[config.mk]
export PLATFORM = sky130hd
export DESIGN_NAME = ylga_cdiv
export DESIGN_NICKNAME = d
export VERILOG_FILES = /design/src/design/ylga_pkg.sv /design/src/design/ylga_cdiv.sv
export SDC_FILE = /design/constraint.sdc
export NUM_CORES = 1
export LEC_CHECK = 0
export BUFFER_PORTS_ARGS = -buffer_cell sky130_fd_sc_hd__buf_2
export CAP_MARGIN = 40
export CORE_MARGIN = 2
export CORE_UTILIZATION = 49
export DETAILED_ROUTE_END_ITERATION = 10
export PLACE_DENSITY_LB_ADDON = 0.3
export SYNTH_ARGS = -nofsm -noshare
export SYNTH_HDL_FRONTEND = slang
export SYNTH_SLANG_ARGS = --single-unit
[constraint.sdc]
create_clock -name clk -period 8.65 [get_ports clk]
set_clock_uncertainty 0.2 [all_clocks]
set_input_delay 0.865 -clock clk [delete_from_list [all_inputs] [get_ports clk]]
set_output_delay 0.865 -clock clk [all_outputs]
set_load 0.02 [all_outputs]
[src/design/ylga_pkg.sv]
`default_nettype none

package ylga_pkg;

  // Defaults for the top-level parameters.
  localparam int GAMMA_LUT_INDEX_BITS_DEF = 10;
  localparam int FRACTION_BITS_DEF        = 16;

  // Pixel channel width and the width of the integer luma sum.
  localparam int CH_W  = 8;
  localparam int SUM_W = 18;

  // Luma weights in thousandths and the common scale of thousandths.
  localparam int LUMA_R = 299;
  localparam int LUMA_G = 587;
  localparam int LUMA_B = 114;
  localparam int MILLI  = 1000;

  // Divisors that bring the integer sums to fractions of one.
  localparam int Y_DIV      = 255000;
  localparam int CHROMA_DIV = 255000000;

  // Chroma difference scales in thousandths.
  localparam int CB_COEF = 568;
  localparam int CR_COEF = 713;

  // Reconstruction coefficients in thousandths.
  localparam int R_CR = 1371;
  localparam int G_CR = 698;
  localparam int G_CB = 336;
  localparam int B_CB = 1732;

  // Full-scale channel code.
  localparam int CH_MAX = 255;

  // Output scaling: the rounded value over 1000 is at most 255500, and
  // dividing it by 1000 goes through a reciprocal that is exact there.
  localparam int ACC_W           = 18;
  localparam int OUT_RECIP_SHIFT = 28;
  localparam int OUT_RECIP       = ((1 << OUT_RECIP_SHIFT) + MILLI - 1) / MILLI;
  localparam int OUT_RECIP_W     = 19;

  localparam logic [63:0] Q30_ONE = 64'd1 << 30;

  // Integer square root by the digit-pair method.
  function automatic logic [63:0] isqrt64(input logic [63:0] value);
    logic [63:0] v;
    logic [63:0] r;
    logic [63:0] bt;
    v  = value;
    r  = 64'd0;
    bt = 64'd1 << 62;
    while (bt > v) begin
      bt = bt >> 2;
    end
    while (bt != 64'd0) begin
      if (v >= r + bt) begin
        v = v - (r + bt);
        r = (r >> 1) + bt;
      end else begin
        r = r >> 1;
      end
      bt = bt >> 2;
    end
    return r;
  endfunction

  // Gamma ROM entry for index idx out of 2^ib steps, fb fraction bits.
  // A Q30 log2 by repeated squaring is scaled by 17/20 or 3/2, then taken
  // back through a Q30 exp2 built from square roots of two.
  function automatic logic [63:0] gamma_entry(input int unsigned idx,
                                              input int unsigned mode,
                                              input int unsigned ib,
                                              input int unsigned fb);
    int unsigned m;
    int unsigned b;
    logic [63:0] mant;
    logic [63:0] frac;
    logic [63:0] mag;
    logic [63:0] scaled;
    logic [63:0] n;
    logic [63:0] f;
    logic [63:0] r;
    logic [63:0] d;
    logic [63:0] s;
    if (idx == 0) begin
      return 64'd0;
    end
    m = 0;
    while (m < 31 && (idx >> (m + 1)) != 0) begin
      m = m + 1;
    end
    frac = 64'd0;
    mant = 64'(idx) << (30 - m);
    for (b = 1; b <= 30; b++) begin
      mant = (mant * mant) >> 30;
      if (mant >= 2 * Q30_ONE) begin
        mant = mant >> 1;
        frac = frac | (64'd1 << (30 - b));
      end
    end
    mag = (64'(ib - m) << 30) - frac;
    if (mode != 0) begin
      scaled = mag * 64'd3 / 64'd2;
    end else begin
      scaled = mag * 64'd17 / 64'd20;
    end
    n = scaled >> 30;
    f = scaled & (Q30_ONE - 64'd1);
    r = Q30_ONE;
    d = isqrt64(64'd1 << 59);
    for (b = 1; b <= 30; b++) begin
      if (((f >> (30 - b)) & 64'd1) != 64'd0) begin
        r = (r * d) >> 30;
      end
      d = isqrt64(d << 30);
    end
    s = 64'(30 - fb) + n;
    if (s >= 64'd40) begin
      return 64'd0;
    end
    return (r + (64'd1 << (s - 64'd1))) >> s;
  endfunction

endpackage

`default_nettype wire

[src/design/ylga_cdiv.sv]
`default_nettype none

// Rounded division of COEF * z * 2^F by the constant D, in three stages:
// partial products with a scaled reciprocal, their sum, then the offset
// add and the final shift.
module ylga_cdiv #(
  parameter int ZW   = ylga_pkg::SUM_W,
  parameter int COEF = 1,
  parameter int D    = ylga_pkg::Y_DIV,
  parameter int F    = ylga_pkg::FRACTION_BITS_DEF,
  parameter int QW   = ylga_pkg::FRACTION_BITS_DEF + 1
) (
  input  logic          clk,
  input  logic          en,
  input  logic [ZW-1:0] z,
  output logic [QW-1:0] q
);

  import ylga_pkg::*;

  // The reciprocal M = ceil(2^K / D) makes the truncated product exact for
  // every numerator below 2^(XW + F + 1).
  localparam int CBW = $clog2(COEF + 1);
  localparam int XW  = ZW + CBW;
  localparam int DW  = $clog2(D + 1);
  localparam int K   = XW + F + 1 + DW;
  localparam int KW  = K + 1;
  localparam int MW  = K - DW + 2;
  localparam logic [KW-1:0] TWO_K = {1'b1, {K{1'b0}}};
  localparam logic [KW-1:0] M_FULL = (TWO_K + KW'(D) - KW'(1)) / KW'(D);
  localparam logic [MW-1:0] M = M_FULL[MW-1:0];

  // The coefficient folds into the reciprocal, the rounding half into HM.
  localparam int MCW = MW + CBW;
  localparam logic [MCW-1:0] MC = MCW'(M) * MCW'(COEF);
  localparam int CW  = (MCW + 2) / 3;
  localparam logic [3*CW-1:0] MCP = (3*CW)'(MC);
  localparam int HW  = DW + MW;
  localparam logic [HW-1:0] HM = HW'(M) * HW'(D / 2);
  localparam int PW  = ZW + 3 * CW;
  localparam int TW  = ((PW + F) > HW ? (PW + F) : HW) + 1;
  localparam int PPW = ZW + CW;

  logic [PPW-1:0] pp [3];
  logic [PW-1:0]  psum;
  logic [TW-1:0]  total;
  logic [TW-1:0]  total_shift;

  // Partial products of z with three slices of the reciprocal.
  always_ff @(posedge clk) begin
    if (en) begin
      for (int j = 0; j < 3; j++) begin
        pp[j] <= PPW'(z) * PPW'(MCP[j*CW +: CW]);
      end
    end
  end

  // Sum of the partial products.
  always_ff @(posedge clk) begin
    if (en) begin
      psum <= (PW'(pp[2]) << (2 * CW)) + (PW'(pp[1]) << CW) + PW'(pp[0]);
    end
  end

  // Offset add and shift down to the quotient.
  always_comb begin
    total       = (TW'(psum) << F) + TW'(HM);
    total_shift = total >> K;
  end

  always_ff @(posedge clk) begin
    if (en) begin
      q <= total_shift[QW-1:0];
    end
  end

endmodule

`default_nettype wire

==> metrics.yaml <==
cells_and_area:
  seq_area_mm2: 0.00318
  area_growth_pct: 7.23
  instances_no_fill: 1482
  finish.net_count: 1559
  drive_above_1_share: 0.0536
  stdcell_area_mm2: 0.0130
  multi_input_area_mm2: 0.00818
  fillers: 2146
grt:
  grt_pass1_wl_um: 42100
  antenna_found_initial: 1
  grt.overflow.total: 0
  first_global_vias: 8034
  grt_start_max_net_pins: 71
  track_usage: 0.210
placement:
  dp_cells: 1465
  place_hpwl_um: 22000
  gp_congestion: 0.894
  port_buffers: 36
  place_area_mm2: 0.0127
detailed_routing:
  drt-pass1-iter-count: 7
  met3_length_um: 982
  vias: 7919
  dr_wl_met2_um: 11800
  final_antenna_net_count: 0
  drc_errors: 0
  drtIter0Drc: 445
  vias_per_cell: 5.34
  wl_per_cell_um: 17.6
  routed.top_layer: "met4"
  routed_wl_um: 26000
  wl_met1_um: 13000
die:
  io_pins: 37
  initial_utilization: 0.499
  rows: 57
  fp.dieW_um: 161
  die_area_mm2: 0.0261
  fp.dieH_um: 161
  core_area_mm2: 0.0243
synth:
  syn_avg_cell_area_um2: 11.0
  synth-seq-cells: 106
  ys_warn_count: 0
  synthCells: 1107
  async_flop_share: 0
  mappedNetlistNets: 1514
  ys.flop_type: "edfxtp_1"
  synthDistinctLibCells: 56
  ys_seq_area_frac: 0.262
  synth_edf_count: 106
  syn_area_mm2: 0.0121
cts:
  cts.sinks: 106
  ctsResizeCount: 0
  post_cts_buffers: 0
  ctsHoldBuffers: 0
  cts_tree: "built"
  cts_root_buffer: "clkbuf_16"
  insertion_delay_ns: 0.35
  clk_pin_slew_ns: 0.07
  cts_made_buffers: 9
  cts_buffer_depth: 2
  h-tree-depth: 3
worst_setup_path:
  cp-end-kind: "register"
  rr_endpoint: "psum[38]"
  setup.worst_path.class: "input pin to register"
  critical_path.startpoint_type: "input pin"
  r2r_start: "pp[0][62]"
  cp.arrival_ns: 5.95
  reg2regPathDepth: 10
  cp_max_fo: 8
  ff2ff_setup_slack_ns: 5.11
  cp_data_required_time_ns: 8.55
timing:
  timing.slew.headroom: 0.443
  setup_viol: 0
  max_freq_ghz: 0.165
  finalHoldViolCount: 0
  maxSlewViolCount: 0
  tightestPinTransition_ns: 0.836
  grt_setup_unrepaired: "no"
  final.setup.tns_ns: 0
  period_needed_ns: 6.05
  whs_ns: 0.375
  period_share: 0.700
power:
  p_leak_nw: 6.48
  p_total_w: 0.00417
  ir_worst_vdd_v: 0.000137
  cellPowerDensity_mw_per_mm2: 321
run_status:
  status: "finished, final reports clean"
min_path:
  hold_path_class: "register to register"
  min_to: "psum[54]"
  hold_path.startpoint: "pp[0][87]"
  hold_path_depth: 1
job:
  drv_cap: 0
how the worst max path moves through the flow:
stage / end / startpoint / cells after the start / slack, ns
2_1_floorplan: pp[0][24] / z[4] / 20 / 2.86
3_3_place_gp: pp[0][24] / z[4] / 21 / 2.35
3_5_place_dp: pp[0][24] / z[4] / 21 / 2.25
4_1_cts: pp[0][24] / z[4] / 21 / 2.62
5_1_grt: pp[0][24] / z[4] / 21 / 2.27
6_report: pp[0][24] / z[4] / 21 / 2.60
placed cells by master (no fill, tap or decap), types with 3 or more instances in the layout:
cell,n
nor2b_1,9
o211ai_1,4
nand2_1,28
a41oi_1,3
edfxtp_1,106
inv_6,4
fa_1,94
ha_1,293
o21bai_1,5
xor2_1,15
a21oi_1,41
and3_1,12
nor3b_1,4
buf_2,35
o21ai_0,24
a211oi_1,9
xnor2_1,62
nor3_1,11
o21a_1,12
nand3b_1,3
nand2b_1,6
a31oi_1,6
nand3_1,16
and2_1,6
inv_1,204
a21o_1,28
or3_1,3
clkbuf_16,9
nor2_1,46
nor4_1,5
nand4_1,16
synthesized netlist by cell type (2+ instances only):
library cell  instances  area share
o21a_1               12      0.0074
o211ai_1              4      0.0025
a21oi_1              41       0.017
nor3b_1               4      0.0025
a21boi_1              2      0.0012
a21o_1               28       0.017
and2_1                6      0.0031
nand2b_1              6      0.0031
a311oi_1              2      0.0014
and4_1                2      0.0014
a31oi_1               6      0.0031
nor2b_1               9      0.0046
a221oi_1              2      0.0014
or2_2                 2      0.0010
nand3_1              16      0.0066
o21ai_0              24      0.0099
a211oi_1              9      0.0056
nor3_2                2      0.0016
or3_1                 3      0.0015
o21bai_1              5      0.0031
ha_1                293        0.30
nor4_1                5      0.0026
nor2_1               46       0.014
nor3_1               11      0.0045
edfxtp_1            106        0.26
xor2_1               15       0.011
and3_1               12      0.0062
inv_1               204       0.063
nand2_1              28      0.0087
clkbuf_1              3     0.00093
a41oi_1               3      0.0022
fa_1                 94        0.15
nand4_1              16      0.0082
nand3b_1              3      0.0019
xnor2_1              62       0.045
cells by family after synthesis:
group	synth area share
buffers and inverters	0.0640
AO/OA/AOI/OAI	0.0875
XOR/XNOR	0.0555
adder cells (fa/ha/maj)	0.457
flip-flops	0.262
AND/OR/NAND/NOR	0.0741
power breakdown:
part,internal [W],switching (W),leakage (nW)
Clock,0.000203,0.000196,0.144
Combinational,0.00117,0.00159,5.30
Sequential,0.000911,0.000102,1.04
state kept, by name (all words and copies together) (netlist names):
signal	flops
psum	18
q	17
pp	71
worst max-delay path, cell delays in order:
cell      delay [ns]
buf_2           0.21
inv_1           0.18
fa_1            0.57
inv_1           0.05
ha_1            0.26
inv_1           0.05
fa_1            0.49
inv_1           0.05
fa_1            0.52
inv_1           0.05
fa_1            0.52
inv_1           0.05
ha_1            0.32
and3_1          0.20
and4_1          0.21
and3_1          0.18
a31oi_1         0.27
a21boi_1        0.15
o211ai_1        0.26
nand2_1         0.12
a311o_1         0.36
layout make-up:
| cell class | count | share of cell area |
|---|---|---|
| Multi-Input combinational cell | 794 | 0.628 |
| Sequential cell | 106 | 0.244 |
| Inverter | 204 | 0.0588 |
| Tap cell | 324 | 0.0311 |
| Clock buffer | 9 | 0.0173 |
| Timing Repair Buffer | 37 | 0.0146 |
| Clock inverter | 7 | 0.00509 |
| Antenna cell | 1 | 0.000192 |
stage by stage:
step                worst slack [ns]  utilization
CTS                             2.62        0.535
finish                          2.60        0.535
floorplan                       2.86            -
global route                    2.27        0.535
global placement                2.35        0.523
detailed placement              2.25        0.523
routing by layer:
| metal | vias to the layer above | track usage |
|---|---|---|
| met2 | 142 | 0.341 |
| met5 | - | 0 |
| met4 | 0 | 0.0377 |
| met3 | 11 | 0.0200 |
| met1 | 3819 | 0.310 |
| li1 | 3947 | - |
(Power assumes the default switching activity.)
